==> src/rtl/kcl_pkg.sv <==
// kcl_pkg: shared types, codes, reset values and lookup tables of the keypad code lock
// used by kcl_cfg, kcl_core and keypad_code_lock_with_timeout; depends on nothing

package kcl_pkg;

    // buffer capacity default
    localparam int MAX_KEYS_DEF = 16;

    // beat kinds on the input side
    localparam logic FUNC_KEY  = 1'b0;
    localparam logic FUNC_TICK = 1'b1;

    // special keypad codes
    localparam logic [3:0] KEY_ENTER = 4'd7;
    localparam logic [3:0] KEY_CLEAR = 4'd15;

    // lcd actions
    localparam logic [2:0] LCD_NONE    = 3'd0;
    localparam logic [2:0] LCD_ECHO    = 3'd1;
    localparam logic [2:0] LCD_CORRECT = 3'd2;
    localparam logic [2:0] LCD_WRONG   = 3'd3;
    localparam logic [2:0] LCD_CLEARED = 3'd4;
    localparam logic [2:0] LCD_CLRLINE = 3'd5;

    // seven-segment actions
    localparam logic [1:0] DISP_NONE  = 2'd0;
    localparam logic [1:0] DISP_TENS  = 2'd1;
    localparam logic [1:0] DISP_ONES  = 2'd2;
    localparam logic [1:0] DISP_BLANK = 2'd3;

    // verdict codes
    localparam logic [1:0] VERDICT_NONE    = 2'd0;
    localparam logic [1:0] VERDICT_CORRECT = 2'd1;
    localparam logic [1:0] VERDICT_WRONG   = 2'd2;

    // register indexes (byte address is 8 times the index)
    localparam logic [2:0] REG_CODE_KEYS   = 3'd0;
    localparam logic [2:0] REG_CODE_LENGTH = 3'd1;
    localparam logic [2:0] REG_TIMEOUT     = 3'd2;
    localparam logic [2:0] REG_TICKS_SEC   = 3'd3;
    localparam logic [2:0] REG_TONE_TICKS  = 3'd4;
    localparam logic [2:0] REG_WRONG_DIV   = 3'd5;

    // register reset values
    localparam logic [63:0] RST_CODE_KEYS   = 64'd13750317;
    localparam logic [4:0]  RST_CODE_LENGTH = 5'd6;
    localparam logic [3:0]  RST_TIMEOUT     = 4'd15;
    localparam logic [7:0]  RST_TICKS_SEC   = 8'd200;
    localparam logic [9:0]  RST_TONE_TICKS  = 10'd1000;
    localparam logic [2:0]  RST_WRONG_DIV   = 3'd4;

    // countdown start after reset
    localparam logic [3:0]  RST_SECONDS     = 4'd15;

    // segment bit 7 selects the second digit
    localparam logic [7:0] SEG_DIGIT2 = 8'b1000_0000;
    localparam logic [7:0] SEG_MASK   = 8'b0111_1111;

    typedef struct packed {
        logic [63:0] code_keys;
        logic [4:0]  code_length;
        logic [3:0]  timeout_seconds;
        logic [7:0]  ticks_per_second;
        logic [9:0]  tone_ticks;
        logic [2:0]  wrong_tone_divider;
    } t_cfg;

    typedef struct packed {
        logic [3:0] seconds_shown;
        logic       entry_active;
        logic [1:0] verdict;
        logic       timer_fast;
        logic       timer_running;
        logic       speaker_level;
        logic [7:0] display_byte;
        logic [1:0] display_action;
        logic [7:0] lcd_char;
        logic [2:0] lcd_action;
    } t_result;

    // keypad matrix code to ascii
    function automatic logic [7:0] key_ascii(input logic [3:0] code);
        logic [7:0] c;
        case (code)
            4'd0:    c = "1";
            4'd1:    c = "2";
            4'd2:    c = "3";
            4'd3:    c = "F";
            4'd4:    c = "4";
            4'd5:    c = "5";
            4'd6:    c = "6";
            4'd7:    c = "E";
            4'd8:    c = "7";
            4'd9:    c = "8";
            4'd10:   c = "9";
            4'd11:   c = "D";
            4'd12:   c = "A";
            4'd13:   c = "0";
            4'd14:   c = "B";
            default: c = "C";
        endcase
        return c;
    endfunction

    // decimal digit to active-low segment pattern
    function automatic logic [7:0] seg_digit(input logic [3:0] d);
        logic [7:0] s;
        case (d)
            4'd0:    s = 8'h40;
            4'd1:    s = 8'h79;
            4'd2:    s = 8'h24;
            4'd3:    s = 8'h30;
            4'd4:    s = 8'h19;
            4'd5:    s = 8'h12;
            4'd6:    s = 8'h02;
            4'd7:    s = 8'h78;
            4'd8:    s = 8'h00;
            4'd9:    s = 8'h10;
            default: s = 8'h00;
        endcase
        return s;
    endfunction

endpackage

==> src/rtl/kcl_cfg.sv <==
// kcl_cfg: apb register file holding the secret code and the timing settings
// depends on kcl_pkg for register indexes, reset values and the t_cfg struct

module kcl_cfg (
    input  logic           i_clk,
    input  logic           i_rst_n,
    input  logic           psel,
    input  logic           penable,
    input  logic           pwrite,
    input  logic [5:0]     paddr,
    input  logic [63:0]    pwdata,
    output logic [63:0]    prdata,
    output logic           pready,
    output kcl_pkg::t_cfg  o_cfg
);
    import kcl_pkg::*;

    t_cfg       r_cfg;
    logic       w_wr;
    logic [2:0] w_idx;

    assign pready = 1'b1;
    assign w_wr   = psel && penable && pwrite;
    assign w_idx  = paddr[5:3];
    assign o_cfg  = r_cfg;

    // register writes, upper bits dropped
    always_ff @(posedge i_clk) begin
        if (!i_rst_n) begin
            r_cfg.code_keys          <= RST_CODE_KEYS;
            r_cfg.code_length        <= RST_CODE_LENGTH;
            r_cfg.timeout_seconds    <= RST_TIMEOUT;
            r_cfg.ticks_per_second   <= RST_TICKS_SEC;
            r_cfg.tone_ticks         <= RST_TONE_TICKS;
            r_cfg.wrong_tone_divider <= RST_WRONG_DIV;
        end else if (w_wr) begin
            case (w_idx)
                REG_CODE_KEYS:   r_cfg.code_keys          <= pwdata;
                REG_CODE_LENGTH: r_cfg.code_length        <= pwdata[4:0];
                REG_TIMEOUT:     r_cfg.timeout_seconds    <= pwdata[3:0];
                REG_TICKS_SEC:   r_cfg.ticks_per_second   <= pwdata[7:0];
                REG_TONE_TICKS:  r_cfg.tone_ticks         <= pwdata[9:0];
                REG_WRONG_DIV:   r_cfg.wrong_tone_divider <= pwdata[2:0];
                default: ;
            endcase
        end
    end

    // read mux
    always_comb begin
        case (w_idx)
            REG_CODE_KEYS:   prdata = r_cfg.code_keys;
            REG_CODE_LENGTH: prdata = {59'd0, r_cfg.code_length};
            REG_TIMEOUT:     prdata = {60'd0, r_cfg.timeout_seconds};
            REG_TICKS_SEC:   prdata = {56'd0, r_cfg.ticks_per_second};
            REG_TONE_TICKS:  prdata = {54'd0, r_cfg.tone_ticks};
            REG_WRONG_DIV:   prdata = {61'd0, r_cfg.wrong_tone_divider};
            default:         prdata = 64'd0;
        endcase
    end

endmodule

==> src/rtl/kcl_core.sv <==
// kcl_core: lock state, key buffer, countdown and tone counters with their one-pass update
// depends on kcl_pkg for codes, tables and the t_cfg and t_result structs

module kcl_core #(
    parameter int MAX_KEYS = kcl_pkg::MAX_KEYS_DEF
) (
    input  logic              i_clk,
    input  logic              i_rst_n,
    input  logic              i_step,
    input  logic              i_func,
    input  logic [3:0]        i_key,
    input  kcl_pkg::t_cfg     i_cfg,
    output kcl_pkg::t_result  o_res
);
    import kcl_pkg::*;

    localparam int CNTW = $clog2(MAX_KEYS + 1);
    localparam int IDXW = (MAX_KEYS > 1) ? $clog2(MAX_KEYS) : 1;
    localparam logic [4:0]      MAX_KEYS_W = 5'(MAX_KEYS);
    localparam logic [CNTW-1:0] CNT_ONE    = CNTW'(1);

    // key buffer, entries below the configured code length are read for a match
    logic [3:0]      r_keys [0:MAX_KEYS-1];
    logic [CNTW-1:0] r_key_count, n_key_count;
    logic            r_entering, n_entering;
    logic [1:0]      r_result, n_result;
    logic [3:0]      r_seconds, n_seconds;
    logic [7:0]      r_sec_ticks, n_sec_ticks;
    logic [1:0]      r_div_cnt, n_div_cnt;
    logic [9:0]      r_tone_el, n_tone_el;
    logic            r_speaker, n_speaker;
    logic            r_digit, n_digit;
    logic            r_timer_en, n_timer_en;
    logic            r_fast, n_fast;

    logic            w_store;
    logic            w_bad;
    logic            w_tens;
    logic [3:0]      w_ones;
    logic [7:0]      w_sec_inc;
    logic [9:0]      w_tone_inc;
    logic [2:0]      w_div;
    logic [2:0]      w_div_inc;
    logic [2:0]      w_lcd_action;
    logic [7:0]      w_lcd_char;
    logic [1:0]      w_disp_action;
    logic [7:0]      w_disp_byte;

    // code check: length first, then each stored key against the secret
    always_comb begin
        w_bad = (i_cfg.code_length > MAX_KEYS_W) || (5'(r_key_count) != i_cfg.code_length);
        for (int i = 0; i < MAX_KEYS; i++) begin
            if ((5'(i) < i_cfg.code_length) && (r_keys[i] != i_cfg.code_keys[4*i +: 4])) begin
                w_bad = 1'b1;
            end
        end
    end

    // countdown digits and counter increments
    assign w_tens     = (r_seconds >= 4'd10);
    assign w_ones     = w_tens ? (r_seconds - 4'd10) : r_seconds;
    assign w_sec_inc  = r_sec_ticks + 8'd1;
    assign w_tone_inc = r_tone_el + 10'd1;
    assign w_div_inc  = {1'b0, r_div_cnt} + 3'd1;

    // wrong-tone divider clamped to 1..4
    always_comb begin
        if (i_cfg.wrong_tone_divider == 3'd0) begin
            w_div = 3'd1;
        end else if (i_cfg.wrong_tone_divider > 3'd4) begin
            w_div = 3'd4;
        end else begin
            w_div = i_cfg.wrong_tone_divider;
        end
    end

    // next state and result for one beat
    always_comb begin
        n_key_count   = r_key_count;
        n_entering    = r_entering;
        n_result      = r_result;
        n_seconds     = r_seconds;
        n_sec_ticks   = r_sec_ticks;
        n_div_cnt     = r_div_cnt;
        n_tone_el     = r_tone_el;
        n_speaker     = r_speaker;
        n_digit       = r_digit;
        n_timer_en    = r_timer_en;
        n_fast        = r_fast;
        w_store       = 1'b0;
        w_lcd_action  = LCD_NONE;
        w_lcd_char    = 8'd0;
        w_disp_action = DISP_NONE;
        w_disp_byte   = 8'd0;

        if (i_func == FUNC_KEY) begin
            if ((i_key == KEY_ENTER) || (i_key == KEY_CLEAR)) begin
                n_timer_en    = 1'b0;
                n_entering    = 1'b0;
                w_disp_action = DISP_BLANK;
                if (i_key == KEY_ENTER) begin
                    n_result     = w_bad ? VERDICT_WRONG : VERDICT_CORRECT;
                    w_lcd_action = w_bad ? LCD_WRONG : LCD_CORRECT;
                    n_fast       = 1'b1;
                    n_timer_en   = 1'b1;
                end else begin
                    n_result     = VERDICT_WRONG;
                    w_lcd_action = LCD_CLEARED;
                end
                n_key_count = '0;
            end else if (5'(r_key_count) < MAX_KEYS_W) begin
                // first key of an entry starts the countdown
                if (!r_entering) begin
                    n_timer_en = 1'b1;
                    n_fast     = 1'b0;
                    n_entering = 1'b1;
                    n_seconds  = i_cfg.timeout_seconds;
                    n_result   = VERDICT_NONE;
                end
                w_store      = 1'b1;
                n_key_count  = r_key_count + CNT_ONE;
                w_lcd_action = LCD_ECHO;
                w_lcd_char   = key_ascii(i_key);
            end
        end else if (r_timer_en) begin
            if ((r_result == VERDICT_NONE) && r_entering) begin
                // countdown tick: alternate digits, then count the second
                n_digit = ~r_digit;
                if (!n_digit) begin
                    if (w_tens) begin
                        w_disp_action = DISP_TENS;
                        w_disp_byte   = seg_digit(4'd1) & SEG_MASK;
                    end
                end else begin
                    w_disp_action = DISP_ONES;
                    w_disp_byte   = seg_digit(w_ones) | SEG_DIGIT2;
                end
                n_sec_ticks = w_sec_inc;
                if (r_seconds == 4'd0) begin
                    n_entering    = 1'b0;
                    n_result      = VERDICT_WRONG;
                    n_key_count   = '0;
                    w_lcd_action  = LCD_CLRLINE;
                    w_disp_action = DISP_BLANK;
                    w_disp_byte   = 8'd0;
                    n_timer_en    = 1'b0;
                end
                if (w_sec_inc == i_cfg.ticks_per_second) begin
                    if (r_seconds != 4'd0) begin
                        n_seconds = r_seconds - 4'd1;
                    end
                    n_sec_ticks = 8'd0;
                end
                n_fast = 1'b0;
            end else begin
                // verdict tone tick
                n_tone_el = w_tone_inc;
                if (r_result == VERDICT_CORRECT) begin
                    n_speaker = ~r_speaker;
                end else if (w_div_inc >= w_div) begin
                    n_div_cnt = 2'd0;
                    n_speaker = ~r_speaker;
                end else begin
                    n_div_cnt = w_div_inc[1:0];
                end
                if (w_tone_inc == i_cfg.tone_ticks) begin
                    n_timer_en   = 1'b0;
                    n_tone_el    = 10'd0;
                    n_div_cnt    = 2'd0;
                    w_lcd_action = LCD_CLRLINE;
                end
                n_fast = 1'b1;
            end
        end
    end

    // result of the beat, state fields as they stand after it
    always_comb begin
        o_res.lcd_action     = w_lcd_action;
        o_res.lcd_char       = w_lcd_char;
        o_res.display_action = w_disp_action;
        o_res.display_byte   = w_disp_byte;
        o_res.speaker_level  = n_speaker;
        o_res.timer_running  = n_timer_en;
        o_res.timer_fast     = n_fast;
        o_res.verdict        = n_result;
        o_res.entry_active   = n_entering;
        o_res.seconds_shown  = n_seconds;
    end

    // key buffer write
    always_ff @(posedge i_clk) begin
        if (i_step && w_store) begin
            r_keys[r_key_count[IDXW-1:0]] <= i_key;
        end
    end

    // state update
    always_ff @(posedge i_clk) begin
        if (!i_rst_n) begin
            r_key_count <= '0;
            r_entering  <= 1'b0;
            r_result    <= VERDICT_WRONG;
            r_seconds   <= RST_SECONDS;
            r_sec_ticks <= 8'd0;
            r_div_cnt   <= 2'd0;
            r_tone_el   <= 10'd0;
            r_speaker   <= 1'b0;
            r_digit     <= 1'b0;
            r_timer_en  <= 1'b0;
            r_fast      <= 1'b0;
        end else if (i_step) begin
            r_key_count <= n_key_count;
            r_entering  <= n_entering;
            r_result    <= n_result;
            r_seconds   <= n_seconds;
            r_sec_ticks <= n_sec_ticks;
            r_div_cnt   <= n_div_cnt;
            r_tone_el   <= n_tone_el;
            r_speaker   <= n_speaker;
            r_digit     <= n_digit;
            r_timer_en  <= n_timer_en;
            r_fast      <= n_fast;
        end
    end

endmodule

==> src/rtl/keypad_code_lock_with_timeout.sv <==
// keypad_code_lock_with_timeout: top level with input register, output register and apb port
// depends on kcl_pkg, kcl_cfg and kcl_core
//
// Keypad code lock. Each input beat is a key press (tuser 0, key code in tdata[3:0]) or one
// timer tick (tuser 1) and gives exactly one output beat carrying the display and tone
// actions and the lock state after the event. A beat is taken every cycle while the input
// side is ready. Its result is offered once it reaches the output register and is taken
// when the output side is ready. The beat is held in the input register, then goes
// through the single-pass update into the output register. The output register parts the
// two sides, so one waiting result does not stop the next beat from entering; only a second
// held beat behind a stalled result stops the input. Registers sit at byte addresses 0, 8,
// 16, 24, 32 and 40 (code keys, code length, timeout, ticks per second, tone ticks,
// wrong-tone divider); the user must write them only while no beat is in flight, and the
// block itself does not enforce this. No clearing pass is needed after reset.

module keypad_code_lock_with_timeout #(
    parameter int MAX_KEYS = kcl_pkg::MAX_KEYS_DEF
) (
    input  logic        i_clk,
    input  logic        i_rst_n,
    // apb configuration port
    input  logic        psel,
    input  logic        penable,
    input  logic        pwrite,
    input  logic [5:0]  paddr,
    input  logic [63:0] pwdata,
    output logic [63:0] prdata,
    output logic        pready,
    // input stream
    input  logic        s_axis_tvalid,
    output logic        s_axis_tready,
    input  logic [7:0]  s_axis_tdata,   // [3:0] key_code, [7:4] zero
    input  logic [0:0]  s_axis_tuser,   // [0] func
    // output stream
    output logic        m_axis_tvalid,
    input  logic        m_axis_tready,
    output logic [31:0] m_axis_tdata    // [2:0] lcd_action, [10:3] lcd_char,
                                        // [12:11] display_action, [20:13] display_byte,
                                        // [21] speaker_level, [22] timer_running,
                                        // [23] timer_fast, [25:24] verdict,
                                        // [26] entry_active, [30:27] seconds_shown, [31] zero
);
    import kcl_pkg::*;

    t_cfg       w_cfg;
    t_result    w_res;
    t_result    r_out;
    logic       r_out_valid;
    logic       r_in_valid;
    logic       r_in_func;
    logic [3:0] r_in_key;
    logic       w_adv;

    // register file
    kcl_cfg u_cfg (
        .i_clk   (i_clk),
        .i_rst_n (i_rst_n),
        .psel    (psel),
        .penable (penable),
        .pwrite  (pwrite),
        .paddr   (paddr),
        .pwdata  (pwdata),
        .prdata  (prdata),
        .pready  (pready),
        .o_cfg   (w_cfg)
    );

    // lock state and update
    kcl_core #(
        .MAX_KEYS (MAX_KEYS)
    ) u_core (
        .i_clk   (i_clk),
        .i_rst_n (i_rst_n),
        .i_step  (w_adv),
        .i_func  (r_in_func),
        .i_key   (r_in_key),
        .i_cfg   (w_cfg),
        .o_res   (w_res)
    );

    // a held beat moves on when the output register is free or being emptied
    assign w_adv         = r_in_valid && (!r_out_valid || m_axis_tready);
    assign s_axis_tready = !r_in_valid || w_adv;

    // handshake state
    always_ff @(posedge i_clk) begin
        if (!i_rst_n) begin
            r_in_valid  <= 1'b0;
            r_out_valid <= 1'b0;
        end else begin
            if (s_axis_tready) begin
                r_in_valid <= s_axis_tvalid;
            end
            if (w_adv) begin
                r_out_valid <= 1'b1;
            end else if (m_axis_tready) begin
                r_out_valid <= 1'b0;
            end
        end
    end

    // payload registers
    always_ff @(posedge i_clk) begin
        if (s_axis_tvalid && s_axis_tready) begin
            r_in_func <= s_axis_tuser[0];
            r_in_key  <= s_axis_tdata[3:0];
        end
        if (w_adv) begin
            r_out <= w_res;
        end
    end

    assign m_axis_tvalid = r_out_valid;
    assign m_axis_tdata  = {1'b0, r_out.seconds_shown, r_out.entry_active, r_out.verdict,
                            r_out.timer_fast, r_out.timer_running, r_out.speaker_level,
                            r_out.display_byte, r_out.display_action, r_out.lcd_char,
                            r_out.lcd_action};

    // a new result only ever follows a held input beat
    a_out_from_in: assert property (@(posedge i_clk) disable iff (!i_rst_n)
        $rose(r_out_valid) |-> $past(r_in_valid))
        else $error("result appeared without an input beat");

    // a held beat with a stalled result blocks the input side
    a_stall_blocks: assert property (@(posedge i_clk) disable iff (!i_rst_n)
        r_in_valid && r_out_valid && !m_axis_tready |-> !s_axis_tready)
        else $error("input taken while both stages are full");

    // an echoed key always belongs to a live entry
    a_echo_entry: assert property (@(posedge i_clk) disable iff (!i_rst_n)
        r_out_valid && (r_out.lcd_action == LCD_ECHO)
        |-> r_out.entry_active && (r_out.verdict == VERDICT_NONE))
        else $error("key echoed outside an entry");

    // a verdict starts the tone at the fast rate
    a_verdict_tone: assert property (@(posedge i_clk) disable iff (!i_rst_n)
        r_out_valid && ((r_out.lcd_action == LCD_CORRECT) || (r_out.lcd_action == LCD_WRONG))
        |-> r_out.timer_running && r_out.timer_fast && !r_out.entry_active)
        else $error("verdict without tone timer");

    // a character only travels with an echo
    a_char_echo: assert property (@(posedge i_clk) disable iff (!i_rst_n)
        r_out_valid && (r_out.lcd_char != 8'd0) |-> (r_out.lcd_action == LCD_ECHO))
        else $error("lcd character without echo action");

endmodule
==> config.mk <==
export PLATFORM = sky130hd
export DESIGN_NAME = keypad_code_lock_with_timeout
export DESIGN_NICKNAME = d
export VERILOG_FILES = /design/src/rtl/kcl_pkg.sv /design/src/rtl/kcl_cfg.sv /design/src/rtl/kcl_core.sv /design/src/rtl/keypad_code_lock_with_timeout.sv
export SDC_FILE = /design/constraint.sdc
export NUM_CORES = 1
export LEC_CHECK = 0
export BUFFER_PORTS_ARGS = -buffer_cell sky130_fd_sc_hd__clkbuf_2
export CELL_PAD_IN_SITES_DETAIL_PLACEMENT = 0
export CELL_PAD_IN_SITES_GLOBAL_PLACEMENT = 2
export CORE_MARGIN = 10
export CORE_UTILIZATION = 35
export CTS_CLUSTER_DIAMETER = 30
export DETAILED_ROUTE_END_ITERATION = 16
export GPL_ROUTABILITY_DRIVEN = 0
export PLACE_DENSITY_LB_ADDON = 0.1
export SETUP_SLACK_MARGIN = 0.5
export SYNTH_ARGS = -nofsm -noshare
export SYNTH_HDL_FRONTEND = slang
export SYNTH_SLANG_ARGS = --single-unit
==> constraint.sdc <==
create_clock -name i_clk -period 3.6 [get_ports i_clk]
set_input_delay 0.72 -clock i_clk [delete_from_list [all_inputs] [get_ports i_clk]]
set_output_delay 0.72 -clock i_clk [all_outputs]
set_load 0.01 [all_outputs]
==> flow_metrics.py, run 1 <==
metrics = {
    "logic_synthesis": {
        "synthSimpleGateAreaFrac_pct": 20.6,
        "synth_top_family_by_area": "simple AND/OR/NAND/NOR gates",
        "muxShareOfSynthArea_pct": 3.71,
        "synth_cell_types": 73,
        "synth_area_leaders": "edfxtp_1, dfxtp_1, nand2_1, xnor2_1, a21oi_1",
        "yosys.area.top_type": "edfxtp_1",
        "synth-compound-area-share_pct": 12.5,
        "ys_warn_count": 0,
        "synth-async-reset-ratio_pct": 0,
        "synth_ff_type": "dfxtp_1",
        "seq_area_frac_synth_pct": 49.9,
        "ys_ff_latch": 230,
        "synth_area_per_cell_um2": 9.37,
        "synth_top_area_share_pct": 26.3,
        "synth_fa_ha_area_share_pct": 2.24,
        "synth_area_mm2": 0.0112,
        "syn_inst": 1194,
        "synthXorXnorAreaFrac_pct": 7.28,
        "synth_edf_count": 98,
    },
    "timing": {
        "tns_ps": 0,
        "fin_crit_ps": 2980,
        "fin_ws_ps": 621,
        "rsz0062_at_grt": "yes",
        "hold_viol_final": 0,
        "skew_ps": 14.6,
        "fmax_mhz": 336,
        "tightest_slew_ps": 831,
        "finalSetupViolations": 0,
        "maxSlewHeadroom_pct": 44.2,
        "slew_violations": 0,
        "period_share_pct": 82.7,
    },
    "clock_network": {
        "cts_setup_buffers": 0,
        "cts-root-buf": "clkbuf_16",
        "clk_latency_ps": 570,
        "cts.sinks": 230,
        "ctsLongestPathBuffers": 3,
        "cts_tree": "built",
        "clk_pin_slew_ps": 50,
        "htreeDepth": 2,
        "cts_buffers": 60,
    },
    "drt": {
        "dr.max_layer_used": "met5",
        "dr_total_vias": 9134,
        "route.met2.wl_um": 16200,
        "wl_per_cell_um": 18.3,
        "dr_wl_met3_um": 1840,
        "routed_wl_um": 33500,
        "first_pass_iters": 7,
        "final_antenna_net_count": 0,
        "drc_errors": 0,
        "via_per_inst": 4.99,
        "wl_met1_um": 14900,
        "dr.first_iter.drc_count": 537,
    },
    "setup_path": {
        "reg2reg_depth": 8,
        "path_cells": "ha_2 -> nand3_1 -> xnor2_1 -> o2111ai_1 -> or4_4 -> or3_1 -> mux2i_1 -> a221o_1",
        "critPathKind": "register to register",
        "critPathMaxStageDelay_ps": 610,
        "crit_arrival_ps": 3280,
        "crit_slowest_cell": "or4_4",
        "critPathCaptureType": "register",
        "cp_max_fo": 8,
        "required_ps": 3900,
        "start_kind": "register",
    },
    "placement": {
        "port_buffers": 174,
        "place_hpwl_um": 23500,
        "preCtsSetupSlack_ps": 413,
        "dpl_cell_area_mm2": 0.0125,
        "place_inst": 1717,
    },
    "floorplan": {
        "die_w_um": 199,
        "pin_count": 185,
        "start_util_pct": 35.5,
        "coreArea_mm2": 0.0316,
        "dieArea_mm2": 0.0395,
        "die_height_um": 199,
        "std_cell_rows": 65,
    },
    "pwr": {
        "leakagePower_nw": 5.69,
        "swShare_pct": 21.5,
        "share_comb_of_total_power_pct": 3.8,
        "seq_power_share_pct": 31.5,
        "ir_drop_uv": 384,
        "p_clk_share_pct": 64.6,
        "p_per_area_mw_per_mm2": 604,
        "power_switching_mw": 1.91,
        "p_int_mw": 6.95,
    },
    "job": {
        "maxCapViolations": 0,
    },
    "hold_path": {
        "min_path_cells": 1,
        "worstHoldPathType": "input pin to register",
    },
    "final_layout": {
        "fillers": 3130,
        "layout.nets": 1483,
        "stdcell_count": 1831,
        "syn_to_final_growth_pct": 31.0,
        "design_area_mm2": 0.0147,
        "diodes": 0,
        "final_core_util_pct": 46.5,
        "drive_gt1_share_pct": 22.7,
    },
    "run_status": {
        "status": "finished clean",
    },
    "global_routing": {
        "gr-total-overflow": 0,
        "antenna_found_initial": 1,
        "grt_pass1_wl_um": 52600,
        "grt_pass1_vias": 9335,
        "grt_max_degree": 66,
        "grt_usage_pct": 16.7,
    },
}
-- Yosys cell counts, drive strengths merged (9+ instances only) --
library cell,n
nand3,40
clkbuf,62
xnor2,55
o21ai,33
buf,15
and2,63
nor3,25
nand4,14
xor2,38
nor2,62
nor2b,12
o21a,11
nor4,10
edfxtp,98
a21oi,96
dfxtp,132
ha,20
or3,9
o22ai,9
nand2,220
mux2i,28
inv,22
-- power groups by stage --
stage	sequential [mW]	clock, mW	combinational (mW)
after CTS	2.80	5.81	0.350
after global routing	2.80	5.97	0.383
after global placement	2.84	0	0.348
after floorplan	2.84	0	0.184
after detailed placement	2.84	0	0.349
final	2.80	5.72	0.341
-- path summary, 6_finish.rpt --
| path | to | startpoint | slack [ps] |
|---|---|---|---|
| setup reg to reg | m_axis_tdata[29] | u_core.r_sec_ticks[0] | 620 |
| setup / recovery | m_axis_tdata[29] | u_core.r_sec_ticks[0] | 620 |
| hold reg to reg | u_core.r_div_cnt[1] | u_core.r_div_cnt[1] | 480 |
| hold / removal | r_in_key[3] | s_axis_tdata[3] | 340 |
-- area by class of cell --
type | count | area, µm² | share of cell area (%)
clock buffers | 66 | 1580 | 10.7
clock inverters | 48 | 626 | 4.27
inverters | 23 | 86.3 | 0.589
multi-input cells | 865 | 5220 | 35.6
flip-flops and latches | 230 | 5590 | 38.1
well taps | 402 | 503 | 3.43
repair buffers | 197 | 1070 | 7.29
-- cell families after synthesis --
| logic type | after synthesis |
|---|---|
| adder cells (fa/ha/maj) | 20 |
| multiplexers | 38 |
| XOR/XNOR | 93 |
| flip-flops | 230 |
| other | 2 |
| buffers and inverters | 100 |
| AND/OR/NAND/NOR | 487 |
| AO/OA/AOI/OAI | 224 |
-- registers in the layout, summed over array words and instances, names as in the netlist, 2 cells and up --
signal and flops:
r_in_key 4, u_core.r_tone_el 10, u_core.r_div_cnt 2, u_core.r_sec_ticks 8
u_cfg.o_cfg 94, u_core.r_seconds 4, u_core.r_key_count 5, m_axis_tdata 29
u_core.r_result 2, u_core.r_keys 64
-- critical path, delay by kind of cell, from the launching register on --
family	cells	cell delay (ps)
adder cells (fa/ha/maj)	1	340
XOR/XNOR	1	200
flip-flops	1	460
AND/OR/NAND/NOR	3	1190
multiplexers	1	140
AO/OA/AOI/OAI	2	390
-- through the flow --
step | total power, mW | hold WS, ps
after floorplan | 3.03 | 452
after global placement | 3.19 | 461
after detailed placement | 3.19 | 468
after CTS | 8.96 | 316
after global routing | 9.15 | 319
final | 8.86 | 336
-- layer usage --
layer | vias up | global-route usage, %
li1 | 4560 | -
met1 | 4327 | 21.2
met2 | 197 | 27.9
met3 | 48 | 3.89
met4 | 2 | 4.13
met5 | - | 0
-- cell usage in the layout, fill, tap and decap left out, types with 23 or more instances in the layout --
| cell type | Yosys | layout |
|---|---|---|
| nand2_1 | 220 | 218 |
| clkbuf_2 | 0 | 174 |
| dfxtp_1 | 132 | 132 |
| edfxtp_1 | 98 | 98 |
| a21oi_1 | 96 | 96 |
| nor2_1 | 62 | 62 |
| clkbuf_16 | 0 | 62 |
| and2_1 | 62 | 61 |
| xnor2_1 | 55 | 55 |
| nand3_1 | 40 | 40 |
| xor2_1 | 38 | 38 |
| o21ai_0 | 32 | 32 |
| mux2i_1 | 28 | 28 |
| nor3_1 | 24 | 23 |
-- timing repair --
action	4_1_cts	5_1_grt
gates resized for setup	1	2
setup endpoints to repair	1	5
hold buffers	0	0
pin swaps	0	0
Note: power is estimated with default switching activity, not from simulation.
==> run 2, diff against run 1 <==
clock period = 3 ns   (was 3.6 ns; I/O delays follow)
==> flow_metrics.py, run 2 (synthesis gave the netlist of run 1 again) <==
metrics = {
    "floorplan": {
        "dieArea_mm2": 0.0395,
        "coreArea_mm2": 0.0316,
        "die_height_um": 199,
        "die_w_um": 199,
        "pin_count": 185,
        "std_cell_rows": 65,
        "start_util_pct": 35.5,
    },
    "timing": {
        "finalSetupViolations": 0,
        "skew_ps": 21.9,
        "hold_viol_final": 0,
        "fin_crit_ps": 2600,
        "slew_violations": 0,
        "fmax_mhz": 385,
        "rsz0062_at_grt": "yes",
        "period_share_pct": 86.5,
        "tightest_slew_ps": 741,
        "tns_ps": 0,
        "maxSlewHeadroom_pct": 50.2,
    },
    "pwr": {
        "p_per_area_mw_per_mm2": 664,
        "ir_drop_uv": 475,
        "design_power_total_mw": 10.1,
        "leakagePower_nw": 5.94,
    },
    "global_routing": {
        "grt_pass1_vias": 9216,
        "grt_max_degree": 64,
        "grt_pass1_wl_um": 52600,
        "antenna_found_initial": 0,
        "grt_usage_pct": 16.7,
        "gr-total-overflow": 0,
    },
    "placement": {
        "port_buffers": 174,
        "place_inst": 1732,
        "place_hpwl_um": 23700,
    },
    "final_layout": {
        "stdcell_count": 1864,
        "layout.nets": 1520,
        "diodes": 0,
        "mostFrequentLayoutCell": "nand2_1",
        "final_cell_mix": "nand2_1, clkbuf_2, dfxtp_1",
        "largest_reg_flops": 94,
        "drive_gt1_share_pct": 28.0,
        "syn_to_final_growth_pct": 35.6,
        "fillers": 3037,
    },
    "drt": {
        "drc_errors": 0,
        "wl_per_cell_um": 18.3,
        "dr_total_vias": 9362,
        "dr.first_iter.drc_count": 422,
        "routed_wl_um": 34100,
        "via_per_inst": 5.02,
        "first_pass_iters": 4,
        "final_antenna_net_count": 0,
    },
    "clock_network": {
        "clk_latency_ps": 560,
        "ctsLongestPathBuffers": 3,
        "clk_pin_slew_ps": 40,
        "htreeDepth": 2,
        "cts-root-buf": "clkbuf_16",
        "cts_buffers": 57,
        "cts.sinks": 230,
        "ctsHoldBuffers": 0,
        "cts_tree": "built",
    },
    "run_status": {
        "status": "finished clean",
    },
    "setup_path": {
        "critPathMaxStageDelay_ps": 580,
        "cp_max_fo": 5,
        "critPathCaptureType": "register",
        "critPathKind": "register to register",
        "crit_arrival_ps": 2900,
        "required_ps": 3310,
        "start_kind": "register",
        "path_cells": "and2_4 -> a41oi_1 -> o21ai_0 -> nand2_1 -> or4_4 -> or3_4 -> mux2i_1 -> a221o_1",
        "crit_slowest_cell": "or4_4",
    },
    "job": {
        "maxCapViolations": 0,
    },
    "hold_path": {
        "worstHoldPathType": "input pin to register",
    },
}
## run 2: changes by cell type in the layout (fill, tap and decap cells not counted), moves of 6 or more
| cell | delta |
|---|---|
| clkinvlp_4 | -12 |
| dfxtp_1 | -19 |
| clkbuf_1 | +10 |
| buf_4 | +30 |
| dfxtp_4 | +8 |
| nor2_1 | -10 |
| clkbuf_8 | +8 |
| o21ai_0 | -6 |
| dfxtp_2 | +11 |
| o21ai_1 | +6 |
| buf_6 | +7 |
| nor2_2 | +10 |
## run 2: path summary, 6_finish.rpt
kind / start / to / slack (ps) / cells past startpoint
worst max-delay path: u_core.r_sec_ticks[0] / m_axis_tdata[29] / 400 / 8
worst min-delay path: s_axis_tuser / r_in_func / 210 / 1
worst max register to register: u_core.r_sec_ticks[0] / m_axis_tdata[29] / 400 / 8
worst min register to register: u_core.r_div_cnt[1] / u_core.r_div_cnt[1] / 470 / 2
## run 2: final cells by class
type                    count  area, µm²  share of cell area [%]
clock buffers              81       1650                    10.9
clock inverters            26        375                    2.47
inverters                  23       86.3                   0.569
multi-input cells         865       5500                    36.3
flip-flops and latches    230       5630                    37.1
well taps                 402        503                    3.31
repair buffers            237       1430                    9.42
## run 2: routing by layer
layer  share of wire (%)  up-vias  track usage, %
met5                   0        -               0
met4                 2.1        0            5.34
met3                 4.8       50            3.53
met2                  48      171            27.8
met1                  45     4498            21.1
li1                    -     4643               -
## run 2: where the power goes
| group | total [mW] | switching (mW) | internal [mW] |
|---|---|---|---|
| combinational | 0.425 | 0.266 | 0.158 |
| clock | 6.30 | 1.83 | 4.47 |
| sequential | 3.35 | 0.0381 | 3.31 |
## run 2: worst max-delay path: cells and delay by family (launching register included)
kind,cells,cell delay (ps)
flops,1,380
mux,1,130
simple gates,4,1240
compound gates,3,600
## run 2: per-stage QoR
step | hold slack [ps] | setup WS, ps | cell area (µm²) | util (%)
CTS | 188 | 393 | 14800 | 47.0
global route | 194 | 311 | 15200 | 48.1
floorplan | 452 | 393 | 11200 | -
global placement | 465 | 215 | 12600 | 39.9
detailed placement | 474 | 203 | 12600 | 39.9
finish | 212 | 404 | 15200 | 48.1
## run 2: timing repair
| action | in CTS | in global routing |
|---|---|---|
| pin swaps | 12 | 25 |
| setup endpoints to repair | 43 | 114 |
| hold endpoints to repair | 0 | 0 |
| gates cloned | 0 | 1 |
| buffers inserted | 10 | 14 |
| gates resized for setup | 33 | 64 |
==> run 3, diff against run 2 <==
SETUP_SLACK_MARGIN = default   (was 0.5)
==> flow_metrics.py, run 3 (synthesis gave the netlist of run 1 again) <==
metrics = {
    "run_status": {
        "status": "finished clean",
    },
    "timing": {
        "finalSetupViolations": 0,
        "tightest_slew_ps": 700,
        "slew_violations": 0,
        "hold_viol_final": 0,
        "skew_ps": 13.2,
        "fmax_mhz": 354,
        "fin_crit_ps": 2830,
        "fin_ws_ps": 174,
        "maxSlewHeadroom_pct": 53.4,
        "period_share_pct": 94.2,
        "rsz0062_at_grt": "no",
        "tns_ps": 0,
    },
    "setup_path": {
        "path_cells": "ha_1 -> buf_4 -> a41oi_1 -> o21ai_0 -> o211ai_1 -> o211ai_1 -> or4_1 -> or3_1 -> mux2i_1 -> a221o_1",
        "reg2reg_depth": 10,
        "cp-startpoint": "u_core.r_sec_ticks[1]",
        "crit_arrival_ps": 3120,
        "critPathMaxStageDelay_ps": 510,
        "endpoint": "m_axis_tdata[29]",
        "worstReg2RegEnd": "m_axis_tdata[29]",
        "r2r_slack_ps": 170,
        "cp_max_fo": 6,
        "rr_startpoint": "u_core.r_sec_ticks[1]",
        "start_kind": "register",
        "critPathCaptureType": "register",
        "critPathKind": "register to register",
        "required_ps": 3290,
        "cp_common_cell": "o211ai_1",
        "crit_slowest_cell": "or4_1",
    },
    "final_layout": {
        "design_area_mm2": 0.0148,
        "mostFrequentLayoutCell": "nand2_1",
        "fillers": 3075,
        "stdcell_count": 1845,
        "diodes": 0,
        "drive_gt1_share_pct": 23.1,
        "syn_to_final_growth_pct": 31.9,
        "final_core_util_pct": 46.8,
        "final_cell_mix": "nand2_1, clkbuf_2, dfxtp_1",
        "largest_reg_flops": 94,
        "layout.nets": 1500,
    },
    "drt": {
        "routed_wl_um": 33500,
        "wl_met1_um": 15000,
        "dr_wl_met3_um": 1700,
        "wl_per_cell_um": 18.2,
        "dr.first_iter.drc_count": 350,
        "final_antenna_net_count": 0,
        "via_per_inst": 4.98,
        "drc_errors": 0,
        "route.met2.wl_um": 16100,
        "dr.max_layer_used": "met4",
        "dr_total_vias": 9181,
        "first_pass_iters": 5,
    },
    "floorplan": {
        "std_cell_rows": 65,
        "start_util_pct": 35.5,
        "pin_count": 185,
        "die_height_um": 199,
        "dieArea_mm2": 0.0395,
        "die_w_um": 199,
        "coreArea_mm2": 0.0316,
    },
    "global_routing": {
        "gr-total-overflow": 0,
        "antenna_found_initial": 0,
        "grt_max_degree": 65,
        "grt_pass1_wl_um": 52200,
        "grt_usage_pct": 16.6,
        "grt_pass1_vias": 9221,
    },
    "placement": {
        "preCtsSetupSlack_ps": 175,
        "place_inst": 1735,
        "dpl_cell_area_mm2": 0.0126,
        "place_hpwl_um": 23500,
        "port_buffers": 174,
    },
    "pwr": {
        "leakagePower_nw": 5.81,
        "p_per_area_mw_per_mm2": 710,
        "share_comb_of_total_power_pct": 4.0,
        "swShare_pct": 20.8,
        "seq_power_share_pct": 32.0,
        "p_clk_share_pct": 64.0,
        "power_switching_mw": 2.18,
        "ir_drop_uv": 415,
        "p_int_mw": 8.30,
    },
    "hold_path": {
        "worstHoldPathType": "input pin to register",
    },
    "clock_network": {
        "ctsLongestPathBuffers": 3,
        "cts-root-buf": "clkbuf_16",
        "cts_tree": "built",
        "clk_pin_slew_ps": 50,
        "clk_latency_ps": 550,
        "htreeDepth": 2,
        "cts.sinks": 230,
        "cts_buffers": 59,
    },
    "job": {
        "maxCapViolations": 0,
    },
}
[run 3: worst min path at each step]
| stage | from | to | slack [ps] | cells past startpoint |
|---|---|---|---|---|
| after floorplan | u_core.r_div_cnt[1] | u_core.r_div_cnt[1] | 450 | 2 |
| after global placement | u_core.r_div_cnt[1] | u_core.r_div_cnt[1] | 460 | 2 |
| after detailed placement | u_core.r_div_cnt[1] | u_core.r_div_cnt[1] | 470 | 2 |
| after CTS | s_axis_tdata[1] | r_in_key[1] | 200 | 1 |
| after global routing | s_axis_tdata[3] | r_in_key[3] | 200 | 1 |
| final | s_axis_tdata[1] | r_in_key[1] | 220 | 1 |
[run 3: power groups by stage]
stage | Combinational [mW] | Clock (mW) | Sequential [mW]
after floorplan | 0.220 | 0 | 3.41
after global placement | 0.426 | 0 | 3.41
after detailed placement | 0.425 | 0 | 3.41
after CTS | 0.428 | 6.81 | 3.36
after global routing | 0.466 | 6.99 | 3.36
final | 0.418 | 6.70 | 3.36
[run 3: final cells by class]
cell class	count	area, µm²	area share (%)
clock inverter	29	438	2.97
timing repair buffer	215	1220	8.24
multi-input combinational	865	5220	35.3
inverter	23	86.3	0.585
sequential	230	5590	37.8
clock buffer	81	1710	11.6
tap	402	503	3.41
[run 3: worst max-delay path: cells and delay by family, from the launching register on]
kind	cells	cell delay, ps
flip-flops	1	360
adder cells (fa/ha/maj)	1	240
AO/OA/AOI/OAI	5	720
multiplexers	1	130
AND/OR/NAND/NOR	2	940
buffers and inverters	1	170
[run 3: routing by layer]
| layer | track usage [%] | vias to the layer above |
|---|---|---|
| met5 | 0 | - |
| met4 | 5.71 | 0 |
| met3 | 3.70 | 59 |
| met2 | 27.8 | 194 |
| met1 | 20.5 | 4316 |
| li1 | - | 4612 |
[run 3: timing repair]
item                       CTS  global route
setup endpoints to repair    0             4
buffers inserted             0             0
hold buffers                 0             0
resized for setup            0             1
[run 3: through the flow]
| stage | hold WS, ps | power (mW) |
|---|---|---|
| 2_1_floorplan | 452 | 3.63 |
| 3_3_place_gp | 464 | 3.84 |
| 3_5_place_dp | 472 | 3.84 |
| 4_1_cts | 202 | 10.6 |
| 5_1_grt | 205 | 10.8 |
| 6_report | 223 | 10.5 |
